==> config.mk <==
export PLATFORM = sky130hd
export DESIGN_NAME = atsc_ctrl
export DESIGN_NICKNAME = d
export VERILOG_FILES = /design/src/sv/atsc_pkg.sv /design/src/sv/atsc_ctrl.sv
export SDC_FILE = /design/constraint.sdc
export NUM_CORES = 1
export LEC_CHECK = 0
export ABC_AREA = 1
export BUFFER_PORTS_ARGS = -buffer_cell sky130_fd_sc_hd__buf_4
export CAP_MARGIN = 20
export CORE_MARGIN = 4
export CORE_UTILIZATION = 52
export DETAILED_ROUTE_END_ITERATION = 8
export PLACE_DENSITY = 0.76
export SLEW_MARGIN = 20
export SYNTH_ARGS = -nofsm -noshare
export SYNTH_HDL_FRONTEND = slang
export SYNTH_SLANG_ARGS = --single-unit
==> constraint.sdc <==
create_clock -name clk_i -period 1.66 [get_ports clk_i]
set_input_delay 0.249 -clock clk_i [delete_from_list [all_inputs] [get_ports clk_i]]
set_output_delay 0.249 -clock clk_i [all_outputs]
set_load 0.005 [all_outputs]
==> src/sv/atsc_pkg.sv <==
// Shared types and constants for the adaptive time step controller.
// Holds command and status structs, micro-op codes and reset values.
// No dependencies.
package atsc_pkg;

  // Fixed-point constants.
  localparam int unsigned WARMUP_STEPS     = 100;
  localparam logic [63:0] ONE_Q32          = 64'h0000_0001_0000_0000;
  localparam logic [63:0] ONE_Q16          = 64'h0000_0000_0001_0000;
  localparam logic [63:0] HALF_LOG10_2_Q32 = 64'd646456993;
  localparam logic [63:0] LN2_Q32          = 64'd2977044472;

  // Register reset values.
  localparam logic [63:0] RST_END_TIME  = ONE_Q32;
  localparam logic [63:0] RST_INTERVAL  = 64'd429496730;
  localparam logic [31:0] RST_STABILITY = 32'd32768;
  localparam logic [31:0] RST_GROWTH    = 32'd65536;
  localparam logic [31:0] RST_WAVE      = 32'd65536;
  localparam logic [63:0] RST_INIT_STEP = ONE_Q32;
  localparam logic [31:0] RST_TOLERANCE = 32'd1;

  // Configuration register indexes.
  typedef enum logic [2:0] {
    REG_START_TIME  = 3'd0,
    REG_END_TIME    = 3'd1,
    REG_INTERVAL    = 3'd2,
    REG_STABILITY   = 3'd3,
    REG_GROWTH      = 3'd4,
    REG_WAVE        = 3'd5,
    REG_INIT_STEP   = 3'd6,
    REG_TOLERANCE   = 3'd7
  } cfg_idx_e;

  // Result status codes.
  typedef enum logic [1:0] {
    ST_NORMAL = 2'd0,
    ST_OUTPUT = 2'd1,
    ST_END    = 2'd2,
    ST_ABORT  = 2'd3
  } status_e;

  // Datapath micro-operations.
  typedef enum logic [3:0] {
    OP_NONE,
    OP_LOAD,
    OP_END,
    OP_DEN,
    OP_NXT,
    OP_STEP_SAT,
    OP_WARM_INC,
    OP_W,
    OP_LS,
    OP_LN,
    OP_FACTOR,
    OP_FINAL,
    OP_EMIT
  } op_e;

  // Multiplier operand selection.
  typedef enum logic [2:0] {
    MS_DEN,
    MS_SF,
    MS_WLOG,
    MS_WSTEP,
    MS_LN,
    MS_GF,
    MS_PREV
  } mul_sel_e;

  // Log2 operand selection.
  typedef enum logic [1:0] {
    LS_CNT,
    LS_STEP,
    LS_PREV
  } log_sel_e;

  typedef struct packed {
    op_e      op;
    logic     start_mul;
    mul_sel_e mul_sel;
    logic     start_log;
    log_sel_e log_sel;
    logic     start_div;
  } cmd_t;

  typedef struct packed {
    logic eq_end;
    logic eq_out;
    logic abort;
    logic warm;
    logic grow;
    logic mul_done;
    logic log_done;
    logic div_done;
  } stat_t;

endpackage

==> src/sv/atsc_ctrl.sv <==
// Controller state machine: sequences the datapath units for one item.
// Uses atsc_pkg; talks to atsc_dp only through cmd_t and stat_t.
module atsc_ctrl (
  input  logic            clk_i,
  input  logic            rst_ni,
  input  logic            in_valid_i,
  output logic            in_ready_o,
  output logic            out_valid_o,
  input  logic            out_ready_i,
  input  atsc_pkg::stat_t stat_i,
  output atsc_pkg::cmd_t  cmd_o
);
  import atsc_pkg::*;

  typedef enum logic [23:0] {
    S_IDLE     = 24'h000001,
    S_CHECK    = 24'h000002,
    S_DEN_MUL  = 24'h000004,
    S_DIV_GO   = 24'h000008,
    S_DIV      = 24'h000010,
    S_SF_GO    = 24'h000020,
    S_SF_MUL   = 24'h000040,
    S_WARM_INC = 24'h000080,
    S_WLOG_GO  = 24'h000100,
    S_WLOG     = 24'h000200,
    S_WMUL     = 24'h000400,
    S_WSTEP_GO = 24'h000800,
    S_WSTEP    = 24'h001000,
    S_GROW_CHK = 24'h002000,
    S_LOGS     = 24'h004000,
    S_LOGP_GO  = 24'h008000,
    S_LOGP     = 24'h010000,
    S_LN_MUL   = 24'h020000,
    S_GF_GO    = 24'h040000,
    S_GF_MUL   = 24'h080000,
    S_PREV_GO  = 24'h100000,
    S_PREV_MUL = 24'h200000,
    S_FIN      = 24'h400000,
    S_EMIT     = 24'h800000
  } state_e;

  state_e state_q, state_d;
  logic   out_valid_q;
  logic   out_free;
  cmd_t   cmd;

  assign out_free = !out_valid_q || out_ready_i;

  // Next state and command decode.
  always_comb begin
    state_d       = state_q;
    cmd.op        = OP_NONE;
    cmd.start_mul = 1'b0;
    cmd.mul_sel   = MS_SF;
    cmd.start_log = 1'b0;
    cmd.log_sel   = LS_CNT;
    cmd.start_div = 1'b0;
    case (state_q)
      S_IDLE: begin
        if (in_valid_i) begin
          cmd.op  = OP_LOAD;
          state_d = S_CHECK;
        end
      end
      S_CHECK: begin
        if (stat_i.eq_end) begin
          cmd.op  = OP_END;
          state_d = S_EMIT;
        end else if (stat_i.eq_out) begin
          cmd.start_mul = 1'b1;
          cmd.mul_sel   = MS_DEN;
          state_d       = S_DEN_MUL;
        end else begin
          state_d = S_SF_GO;
        end
      end
      S_DEN_MUL: begin
        cmd.mul_sel = MS_DEN;
        if (stat_i.mul_done) begin
          cmd.op  = OP_DEN;
          state_d = S_DIV_GO;
        end
      end
      S_DIV_GO: begin
        cmd.start_div = 1'b1;
        state_d       = S_DIV;
      end
      S_DIV: begin
        if (stat_i.div_done) begin
          cmd.op  = OP_NXT;
          state_d = stat_i.abort ? S_EMIT : S_SF_GO;
        end
      end
      S_SF_GO: begin
        cmd.start_mul = 1'b1;
        cmd.mul_sel   = MS_SF;
        state_d       = S_SF_MUL;
      end
      S_SF_MUL: begin
        if (stat_i.mul_done) begin
          cmd.op  = OP_STEP_SAT;
          state_d = stat_i.warm ? S_WARM_INC : S_GROW_CHK;
        end
      end
      S_WARM_INC: begin
        cmd.op  = OP_WARM_INC;
        state_d = S_WLOG_GO;
      end
      S_WLOG_GO: begin
        cmd.start_log = 1'b1;
        cmd.log_sel   = LS_CNT;
        state_d       = S_WLOG;
      end
      S_WLOG: begin
        if (stat_i.log_done) begin
          cmd.start_mul = 1'b1;
          cmd.mul_sel   = MS_WLOG;
          state_d       = S_WMUL;
        end
      end
      S_WMUL: begin
        if (stat_i.mul_done) begin
          cmd.op  = OP_W;
          state_d = S_WSTEP_GO;
        end
      end
      S_WSTEP_GO: begin
        cmd.start_mul = 1'b1;
        cmd.mul_sel   = MS_WSTEP;
        state_d       = S_WSTEP;
      end
      S_WSTEP: begin
        if (stat_i.mul_done) begin
          cmd.op  = OP_STEP_SAT;
          state_d = S_GROW_CHK;
        end
      end
      S_GROW_CHK: begin
        if (stat_i.grow) begin
          cmd.start_log = 1'b1;
          cmd.log_sel   = LS_STEP;
          state_d       = S_LOGS;
        end else begin
          cmd.op  = OP_FINAL;
          state_d = S_EMIT;
        end
      end
      S_LOGS: begin
        if (stat_i.log_done) begin
          cmd.op  = OP_LS;
          state_d = S_LOGP_GO;
        end
      end
      S_LOGP_GO: begin
        cmd.start_log = 1'b1;
        cmd.log_sel   = LS_PREV;
        state_d       = S_LOGP;
      end
      S_LOGP: begin
        if (stat_i.log_done) begin
          cmd.start_mul = 1'b1;
          cmd.mul_sel   = MS_LN;
          state_d       = S_LN_MUL;
        end
      end
      S_LN_MUL: begin
        if (stat_i.mul_done) begin
          cmd.op  = OP_LN;
          state_d = S_GF_GO;
        end
      end
      S_GF_GO: begin
        cmd.start_mul = 1'b1;
        cmd.mul_sel   = MS_GF;
        state_d       = S_GF_MUL;
      end
      S_GF_MUL: begin
        if (stat_i.mul_done) begin
          cmd.op  = OP_FACTOR;
          state_d = S_PREV_GO;
        end
      end
      S_PREV_GO: begin
        cmd.start_mul = 1'b1;
        cmd.mul_sel   = MS_PREV;
        state_d       = S_PREV_MUL;
      end
      S_PREV_MUL: begin
        if (stat_i.mul_done) begin
          cmd.op  = OP_STEP_SAT;
          state_d = S_FIN;
        end
      end
      S_FIN: begin
        cmd.op  = OP_FINAL;
        state_d = S_EMIT;
      end
      S_EMIT: begin
        if (out_free) begin
          cmd.op  = OP_EMIT;
          state_d = S_IDLE;
        end
      end
      default: state_d = S_IDLE;
    endcase
  end

  // State register and output valid flag.
  always_ff @(posedge clk_i or negedge rst_ni) begin
    if (!rst_ni) begin
      state_q     <= S_IDLE;
      out_valid_q <= 1'b0;
    end else begin
      state_q <= state_d;
      if (cmd.op == OP_EMIT) begin
        out_valid_q <= 1'b1;
      end else if (out_ready_i) begin
        out_valid_q <= 1'b0;
      end
    end
  end

  assign in_ready_o  = (state_q == S_IDLE);
  assign out_valid_o = out_valid_q;
  assign cmd_o       = cmd;

endmodule

==> impl_results.md, run 1 <==
* Log Error: [ERROR DPL-0038] Utilization greater than 100%, impossible to legalize
* Hpwl dp at 5921 um
* CTS Buf Count at 3
* Clock Sinks at 25
* Port Buf Inserts at 25
* Worst_ep grt: cmd_o[7]
* Netlist cell types at 27
* Synth warn at 0
* Syn_nets at 339
* Row cnt at 22
* Seq/Total Area, Yosys at 0.3055
* Pre-CTS setup slack at -0.3974 ns
* Synth Area per Inst at 6.275 um^2
* Gate Count Post-Synth at 327
* Chip width at 70.82 um
* Htree depth at 1
* Largest net degree at the start of global routing at 26
* CTS Buffer Depth at 2
* Synth Register Bits at 25
* DIE HEIGHT at 70.82 um
* GPL Wtd Cong at 1.007
* Status: stopped before the end
* Initial core utilization at 0.5481
* Number of I/O pins at 26
* Stage reached: 5_1_grt
* Root Driver: clkbuf_8
* WEP type: top-level output
* Mapped Area at 2052 um^2
==> cells in the mapped netlist, drive strengths merged <==
| library cell | n | share of area |
|---|---|---|
| a21o | 1 | 0.0037 |
| a21oi | 7 | 0.023 |
| a221oi | 1 | 0.0043 |
| buf | 5 | 0.020 |
| clkbuf | 1 | 0.0018 |
| dfrtp | 24 | 0.29 |
| dfstp | 1 | 0.013 |
| inv | 49 | 0.090 |
| nand2 | 66 | 0.14 |
| nand3 | 55 | 0.13 |
| nand3b | 1 | 0.0037 |
| nand4 | 12 | 0.037 |
| nor2 | 73 | 0.15 |
| nor3 | 9 | 0.022 |
| nor3b | 2 | 0.0073 |
| nor4 | 1 | 0.0031 |
| o211a | 1 | 0.0049 |
| o211ai | 2 | 0.0073 |
| o21ai | 16 | 0.039 |
==> stage by stage <==
step	cell area [um^2]	util	cells
2_1_floorplan	2098	-	327
3_3_place_gp	3020	0.8068	487
3_5_place_dp	3020	0.8068	487
4_1_cts	3400	0.9081	507
==> cell families after synthesis <==
group,synth area share
and+or+nand+nor,0.5012
buffers and inverters,0.1116
AOI/OAI and AO/OA,0.08171
DFF,0.3055
==> repair_timing <==
| item | in CTS |
|---|---|
| gates resized for setup | 48 |
| hold endpoints to repair | 24 |
| setup buffers | 14 |
| hold buffers | 1 |
| endpoints found under the setup margin | 31 |
| pin swaps | 16 |
| gates cloned | 1 |
==> run 2: changes to the inputs <==
--- a/config.mk
+++ b/config.mk
@@ -9,9 +9,9 @@
 export BUFFER_PORTS_ARGS = -buffer_cell sky130_fd_sc_hd__buf_4
 export CAP_MARGIN = 20
 export CORE_MARGIN = 4
-export CORE_UTILIZATION = 52
+export CORE_UTILIZATION = 40
 export DETAILED_ROUTE_END_ITERATION = 8
-export PLACE_DENSITY = 0.76
+export PLACE_DENSITY_LB_ADDON = 0.15
 export SLEW_MARGIN = 20
 export SYNTH_ARGS = -nofsm -noshare
 export SYNTH_HDL_FRONTEND = slang
==> constraint.sdc (replaced) <==
create_clock -name clk_i -period 2.2 [get_ports clk_i]
set_input_delay 0.33 -clock clk_i [delete_from_list [all_inputs] [get_ports clk_i]]
set_output_delay 0.33 -clock clk_i [all_outputs]
set_load 0.005 [all_outputs]
==> impl_results.md, run 2 <==
* Root Driver: clkbuf_8
* Commonest non-fill, non-tap cells in the layout: buf_4 (76), nand3_1 (51), nor2_1 (49)
* Max FO, Critical Path at 5
* Data required, critical path at 1.87 ns
* RSZ-0062 raised after global routing: yes
* Commonest non-fill, non-tap cell in the layout: buf_4
* Vias in the first global route at 2,327
* Synth cell count leaders: nor2_1 (62), nand3_1 (55), nand2_1 (54)
* Area Growth Syn to Fin at 42.93%
* First-pass GRT wire length at 11,070 um
* Syn_nets at 339
* Min Tclk post-route at 2.360 ns
* Chip width at 79.63 um
* Dpl cells at 428
* Clock power share at 0.125
* Max_slew headroom at 0.7642
* Core area at 4848 um^2
* Seq pwr share at 0.231
* Ys flop type: dfrtp_1
* Final Cycle Share at 1.073
* PD cells at 813.2 nW/um^2
* Die area at 6340 um^2
* Final worst slack at -0.1600 ns
* N_diodes at 0
* Gate Count Post-Synth at 327
* RR Startpoint: state_q[20]
* Share of cells above drive strength 1 at 0.3540
* Setup crit end kind: primary output
* Synth warn at 0
* Synth area leader: dfrtp_1
* Skew-Pair Late Insertion Delay at 0.28 ns
* P_sw at 1.109 mW
* Cell with the most instances after synthesis: nor2_1
* Status: finished with violations
* Setup crit start: state_q[20]
* Via count at 2,584
* Post-route insts no fill at 471
* Number of max-cap violations at 0
* WL/cell at 15.25 um
* Clock Sinks at 25
* Placed Area at 2391 um^2
* Slowest cell on crit path: dfrtp_1
* Crit-path max cell delay at 0.44 ns
* Violated checks: setup timing
* Largest register by flop count: state_q
* WS Path Type: flip-flop to primary output
* Peak supply drop at 456.0 uV
* CTS Buf Count at 3
* Synth Register Bits at 25
* CP cell instances: nor2_4 > nand2_4 > nor2_4 > buf_4 > buf_4 > buf_4 > nand3_2 > nand2_2 > o21ai_2 > nand4_1 > buf_4
* Leakage at 1.549 nW
* Pwr Total at 2.385 mW
* Gr usage total at 0.2232
* Crit-path most repeated cell: buf_4
* # fillers at 450
* Residual DRC at 0
* Synth Area per Inst at 6.275 um^2
* Hpwl dp at 5018 um
* Drt pass-1 iters at 5
* Hold Path Class: input pin to flip-flop
* Number of enable flip-flop cells after synthesis at 0
* Fmax at 0.4237 GHz
* Mapped Area at 2052 um^2
* Clk_skew at 0.008997 ns
* Multi-input logic area at 1384 um^2
* CTS Buffer Depth at 2
* Switching Share at 0.4650
* Initial antenna violation count at 0
* Max reg flops at 24
* Htree depth at 1
* Max Slew Vio Count at 0
* TritonCTS clock tree: built
* DIE HEIGHT at 79.63 um
* Port Buf Inserts at 25
* Startpoint types: flip-flop
* Initial core utilization at 0.4232
* Antenna Violating Nets Remaining at 0
* Post-Route WL at 7183 um
* Measured slew at the worst slew-check pin at 0.3511 ns
* Number of I/O pins at 26
* Min-delay src: stat_i[4]
* Final setup fails at 14
* Nets@finish at 417
* Final Instance Area at 2933 um^2
* Hold Vio Cnt, Final at 0
* Row cnt at 25
* Arrival time worst endpoint at 2.03 ns
* Top cells by area, synth: dfrtp_1 (29%), nand3_1 (13%), nor2_1 (11%)
* Remaining Overflow, GRT at 0
* Comb power frac at 0.644
* Clock input transition at the sequential cells of the worst setup and hold paths at 0.10 ns
* Register area at 626.9 um^2
* Largest net degree at the start of global routing at 26
* Seq/Total Area, Yosys at 0.3055
* Internal at 1.276 mW
* Final TNS setup at -0.8780 ns
* Initial drt markers at 172
* Netlist cell types at 27
* Vias per cell at 5.486
* Top-area cell type share of the netlist area at 0.2927
* Fraction of registers with async set/reset at 1.000
* GPL Wtd Cong at 0.9739
==> run 2: power groups by stage <==
stage	clock (mW)	sequential, mW	combinational [mW]
after floorplan	0	0.538	0.739
after global placement	0	0.541	1.08
after detailed placement	0	0.542	1.08
after CTS	0.297	0.545	1.20
after global routing	0.313	0.555	1.65
final	0.299	0.551	1.54
==> run 2: critical path, delay by kind of cell (launching register included) <==
| family | cells | cell delay, ns |
|---|---|---|
| AOI/OAI and AO/OA | 1 | 0.07 |
| buffers and inverters | 4 | 0.50 |
| DFF | 1 | 0.44 |
| and+or+nand+nor | 6 | 0.74 |
==> run 2: logic make-up after synthesis <==
family / share of synthesized area
compound gates: 0.08171
buf+inv: 0.1116
flops: 0.3055
simple gates: 0.5012
==> run 2: area by class of cell <==
type	count	share of cell area
Multi-Input combinational cell	247	0.4718
Inverter	49	0.06442
Clock buffer	3	0.01408
Timing Repair Buffer	79	0.2056
Clock inverter	1	0.001706
Tap cell	67	0.02858
Sequential cell	25	0.2137
==> run 2: path summary, 6_finish.rpt <==
check | depth (start not counted) | slack, ns | end
setup / recovery | 11 | -0.16 | cmd_o[10]
hold / removal | 3 | 0.31 | state_q[7]
setup reg to reg | 14 | -0.04 | state_q[19]
hold reg to reg | 2 | 0.61 | state_q[9]
max in group asynchronous | 2 | 1.42 | state_q[0]
min in group asynchronous | 2 | 0.48 | state_q[10]
==> run 2: routing by layer <==
layer,GRT usage,up-vias,part of all wire
met1,0.3015,1207,0.43
met4,0.07388,0,0.037
met5,0,-,0
li1,-,1216,-
met2,0.3631,131,0.46
met3,0.03386,30,0.074
==> run 2: through the flow <==
| stage | hold slack [ns] | util | worst slack, ns |
|---|---|---|---|
| finish | 0.3086 | 0.6049 | -0.1600 |
| global route | 0.3298 | 0.6049 | -0.2320 |
| CTS | 0.3131 | 0.5572 | -0.05726 |
| detailed placement | 0.2611 | 0.4932 | 0.07513 |
| global placement | 0.2630 | 0.4932 | 0.05961 |
| floorplan | 0.03441 | - | 0.3926 |
==> run 2: repair_timing <==
item / 4_1_cts / 5_1_grt
buffers inserted: 20 / 19
pin swaps: 15 / 20
resized for setup: 30 / 30
endpoints found under the setup margin: 11 / 13
hold endpoints to repair: 24 / 0
hold buffers: 1 / 0
Power figures use the tool's default switching activity.
==> run 3: changes to the inputs <==
==> constraint.sdc (replaced) <==
create_clock -name clk_i -period 2.6 [get_ports clk_i]
set_input_delay 0.39 -clock clk_i [delete_from_list [all_inputs] [get_ports clk_i]]
set_output_delay 0.39 -clock clk_i [all_outputs]
set_load 0.005 [all_outputs]
==> impl_results.md, run 3 (same netlist as run 2, synthesis figures left out) <==
* Commonest non-fill, non-tap cells in the layout: nand3_1 (55), nor2_1 (55), nand2_1 (54)
* PD cells at 666.1 nW/um^2
* TritonCTS clock tree: built
* Leakage at 1.263 nW
* Initial drt markers at 177
* Hold-fix buffer count after cts at 0
* Data required, critical path at 2.21 ns
* Hpwl dp at 4848 um
* Share of cells above drive strength 1 at 0.2022
* Port Buf Inserts at 25
* Pwr Total at 1.618 mW
* N_diodes at 0
* First-pass GRT wire length at 9991 um
* Drt pass-1 iters at 5
* Root Driver: clkbuf_8
* Seq pwr share at 0.288
* Vias in the first global route at 2,163
* Final TNS setup at 0 ns
* Clock power share at 0.152
* Internal at 0.8396 mW
* Residual DRC at 0
* GPL Wtd Cong at 0.9297
* Max Slew Vio Count at 0
* Initial core utilization at 0.4232
* Reg2Reg Setup Slack at 0.43 ns
* Largest register by flop count: state_q
* Die area at 6340 um^2
* Hold Path Class: input pin to async pin
* Max reg flops at 24
* WS Path Type: flip-flop to primary output
* Hold Vio Cnt, Final at 0
* Peak supply drop at 305.3 uV
* Status: finished clean
* Antenna Violating Nets Remaining at 0
* Via count at 2,292
* Min Tclk post-route at 2.489 ns
* Final Cycle Share at 0.9574
* Max_slew headroom at 0.7244
* Clk_skew at 0.004920 ns
* Vias per cell at 5.418
* Number of I/O pins at 26
* Max FO, Critical Path at 7
* DIE HEIGHT at 79.63 um
* Switching Share at 0.4810
* Chip width at 79.63 um
* Setup crit end kind: primary output
* Row cnt at 25
* P_sw at 0.7782 mW
* Comb power frac at 0.561
* Htree depth at 1
* Core area at 4848 um^2
* Post-Route WL at 6145 um
* Core Util, Final at 0.5009
* Arrival time worst endpoint at 2.10 ns
* Area Growth Syn to Fin at 18.35%
* Largest net degree at the start of global routing at 26
* Clock input transition at the sequential cells of the worst setup and hold paths at 0.10 ns
* Remaining Overflow, GRT at 0
* Nets@finish at 369
* CTS Buf Count at 3
* Skew-Pair Late Insertion Delay at 0.28 ns
* Final setup fails at 0
* WL/cell at 14.53 um
* Measured slew at the worst slew-check pin at 0.4103 ns
* CTS Buffer Depth at 2
* Startpoint types: flip-flop
* Initial antenna violation count at 0
* Clock Sinks at 25
* Gr usage total at 0.1993
* Fmax at 0.4017 GHz
* Number of max-cap violations at 0
run 3: cell types whose count changed in the layout (fill, tap and decap cells not counted), sizes merged:
cell,change
buf,-47
clkinv,-2
clkinvlp,+1
dlygate4sd3,-1
inv,+1
run 3: through the flow:
step / cells / area [um^2] / worst slack (ns) / hold slack, ns
floorplan: 327 / 2052 / 0.7326 / 0.09441
global placement: 418 / 2316 / 0.3500 / 0.3233
detailed placement: 418 / 2316 / 0.3865 / 0.3249
CTS: 422 / 2365 / 0.07373 / 0.01766
global route: 423 / 2429 / -0.03129 / 0.02059
finish: 423 / 2429 / 0.1108 / 0.009772
run 3: critical path, stage by stage, from the launching register on:
cell     delay, ns
dfrtp_1       0.43
nor2_2        0.18
nand2_4       0.10
nor2_4        0.20
nand2_2       0.10
nor2_2        0.12
nand4_1       0.27
nand4_1       0.20
nand3_1       0.08
buf_4         0.14
run 3: repair_timing:
action / CTS / global route
gates resized for setup: 0 / 16
setup buffers: 0 / 1
endpoints found under the setup margin: 0 / 7
run 3: worst paths after layout:
path | cells after the start | end | startpoint
setup / recovery | 9 | cmd_o[4] | state_q[1]
hold / removal | 1 | state_q[14] | rst_ni
setup reg to reg | 11 | state_q[5] | state_q[0]
hold reg to reg | 2 | state_q[12] | state_q[12]
max in group asynchronous | 1 | state_q[0] | rst_ni
min in group clk_i | 2 | state_q[16] | stat_i[1]
run 3: area by class of cell:
class / count / area (um^2)
fill: 524 / 2420
multi-input combinational: 247 / 1249
sequential: 25 / 628.1
timing repair buffer: 31 / 232.7
inverter: 49 / 186.4
tap: 67 / 83.83
clock buffer: 3 / 41.29
clock inverter: 1 / 7.507
run 3: power groups by stage:
stage	logic [mW]	registers (mW)	clock network [mW]
2_1_floorplan	0.625	0.455	0
3_3_place_gp	0.870	0.461	0
3_5_place_dp	0.862	0.462	0
4_1_cts	0.863	0.455	0.251
5_1_grt	1.01	0.469	0.270
6_report	0.907	0.465	0.246
run 3: per-layer routing:
metal	global-route usage	vias up	part of all wire
met3	0.02370	13	0.074
li1	-	1125	-
met1	0.2808	1049	0.44
met5	0	-	0
met2	0.3147	105	0.46
met4	0.06701	0	0.022
==> run 4: changes to the inputs <==
--- a/config.mk
+++ b/config.mk
@@ -11,7 +11,7 @@
 export CORE_MARGIN = 4
 export CORE_UTILIZATION = 40
 export DETAILED_ROUTE_END_ITERATION = 8
-export PLACE_DENSITY_LB_ADDON = 0.15
+export PLACE_DENSITY = 0.59
 export SLEW_MARGIN = 20
 export SYNTH_ARGS = -nofsm -noshare
 export SYNTH_HDL_FRONTEND = slang
==> impl_results.md, run 4 (same netlist as run 2, synthesis figures left out) <==
* Initial antenna violation count at 0
* Vias per cell at 5.237
* Internal at 0.8548 mW
* CTS Buffer Depth at 2
* P_sw at 0.7815 mW
* Share of cells above drive strength 1 at 0.2145
* Comb power frac at 0.566
* Hpwl dp at 4957 um
* N_diodes at 0
* Final TNS setup at 0 ns
* Setup crit end kind: primary output
* RSZ-0062 raised after global routing: no
* Violated checks: hold timing
* Startpoint types: flip-flop
* Post-Route WL at 6160 um
* TritonCTS clock tree: built
* WP depth at 9
* Antenna Violating Nets Remaining at 0
* Commonest non-fill, non-tap cells in the layout: nand3_1 (55), nor2_1 (55), nand2_1 (54)
* Gr usage total at 0.2082
* Status: finished with violations
* GPL Wtd Cong at 0.9353
* Max reg flops at 24
* Number of max-cap violations at 0
* Drt pass-1 iters at 6
* Max Slew Vio Count at 0
* Clock power share at 0.151
* Reg-to-reg endpoint: state_q[4]
* Arrival time worst endpoint at 2.08 ns
* Largest register by flop count: state_q
* Number of I/O pins at 26
* Vias in the first global route at 2,117
* Switching Share at 0.4776
* Initial drt markers at 133
* Largest net degree at the start of global routing at 26
* CP cell instances: nor2_4 > nand2_2 > nor2_4 > nand2_2 > nor2_2 > nand4_1 > o211a_1 > nand3_1 > buf_4
* Clk_skew at 0.006920 ns
* Chip width at 79.63 um
* Pwr Total at 1.636 mW
* CP endpoint: cmd_o[4]
* Pre-CTS setup slack at 0.3552 ns
* Die area at 6340 um^2
* Final setup fails at 0
* CP Buf/Inv Count at 1
* Initial core utilization at 0.4232
* Measured slew at the worst slew-check pin at 0.3665 ns
* CP top delay family: simple AND/OR/NAND/NOR gates
* Final Instance Area at 2472 um^2
* PD cells at 661.8 nW/um^2
* Crit-path max cell delay at 0.43 ns
* Skew-Pair Late Insertion Delay at 0.28 ns
* Reg2Reg Depth at 13
* Max_slew headroom at 0.7538
* Hold Vio Cnt, Final at 5
* Min Tclk post-route at 2.468 ns
* Root Driver: clkbuf_8
* Final Cycle Share at 0.9493
* DIE HEIGHT at 79.63 um
* Clock Sinks at 25
* Peak supply drop at 277.4 uV
* First-pass GRT wire length at 10,290 um
* Residual DRC at 0
* Core Util, Final at 0.5099
* Htree depth at 1
* Hold-fix buffer count after cts at 0
* WS Path Type: flip-flop to primary output
* Hold Path Class: input pin to async pin
* Via count at 2,231
* Port Buf Inserts at 25
* Setup crit start: state_q[17]
* WL/cell at 14.46 um
* Fmax at 0.4052 GHz
* Max FO, Critical Path at 5
* Core area at 4848 um^2
* Remaining Overflow, GRT at 0
* RR Startpoint: state_q[11]
* Data required, critical path at 2.21 ns
* Leakage at 1.292 nW
* Hold WS at -0.0004220 ns
* Placed Area at 2323 um^2
* Nets@finish at 372
* CTS Buf Count at 3
* Area Growth Syn to Fin at 20.49%
* Reg2Reg Setup Slack at 0.51 ns
* Row cnt at 25
* Clock input transition at the sequential cells of the worst setup and hold paths at 0.10 ns
* Final worst slack at 0.1319 ns
* Seq pwr share at 0.283
* Slowest cell on crit path: dfrtp_1
[run 4: power groups by stage]
stage	Clock [mW]	Combinational, mW	Sequential (mW)
after detailed placement	0	0.870	0.460
after CTS	0.252	0.872	0.452
final	0.247	0.926	0.463
after floorplan	0	0.625	0.455
after global routing	0.268	1.03	0.467
after global placement	0	0.873	0.458
[run 4: how the worst min path moves through the flow]
stage                      start          end  slack, ns  cells after the start
final                     rst_ni  state_q[15]    -0.0004                      1
after global routing      rst_ni  state_q[15]       0.02                      1
after detailed placement  rst_ni  state_q[15]       0.32                      1
after global placement    rst_ni  state_q[13]       0.32                      1
after CTS                 rst_ni  state_q[15]       0.01                      1
after floorplan           rst_ni  out_valid_o       0.09                      0
[run 4: final cells by class]
cell class	count	area (um^2)
fill	530	2376
multi-input combinational	247	1270
sequential	25	626.9
timing repair buffer	34	259.0
inverter	49	186.4
tap	67	83.83
clock buffer	3	41.29
clock inverter	1	5.005
[run 4: worst register-to-register path, stage by stage, from the launching register on]
cell     delay, ns
dfrtp_1       0.45
nor2_2        0.21
nand2_4       0.11
nor2_4        0.18
buf_4         0.19
nand3_1       0.12
nand2_1       0.13
nor2_1        0.06
nand3_1       0.13
nand2_1       0.15
nand2_2       0.13
nand2_1       0.06
nand2_1       0.05
inv_1         0.03
[run 4: timing repair]
item,in CTS,in global routing
gates resized for setup,0,22
endpoints found under the hold margin,0,0
setup endpoints to repair,0,9
setup buffers,0,3
[run 4: per-layer routing]
metal / up-vias / global-route usage / routed length [um]
li1: 1125 / - / -
met1: 1022 / 0.3013 / 2953
met2: 71 / 0.3180 / 2731
met3: 13 / 0.02370 / 323
met4: 0 / 0.07388 / 150
met5: - / 0 / 0
[run 4: stage by stage]
stage	hold slack (ns)	cells
3_3_place_gp	0.3180	419
6_report	-0.0004220	426
5_1_grt	0.01972	426
3_5_place_dp	0.3187	419
2_1_floorplan	0.09441	327
4_1_cts	0.01248	423
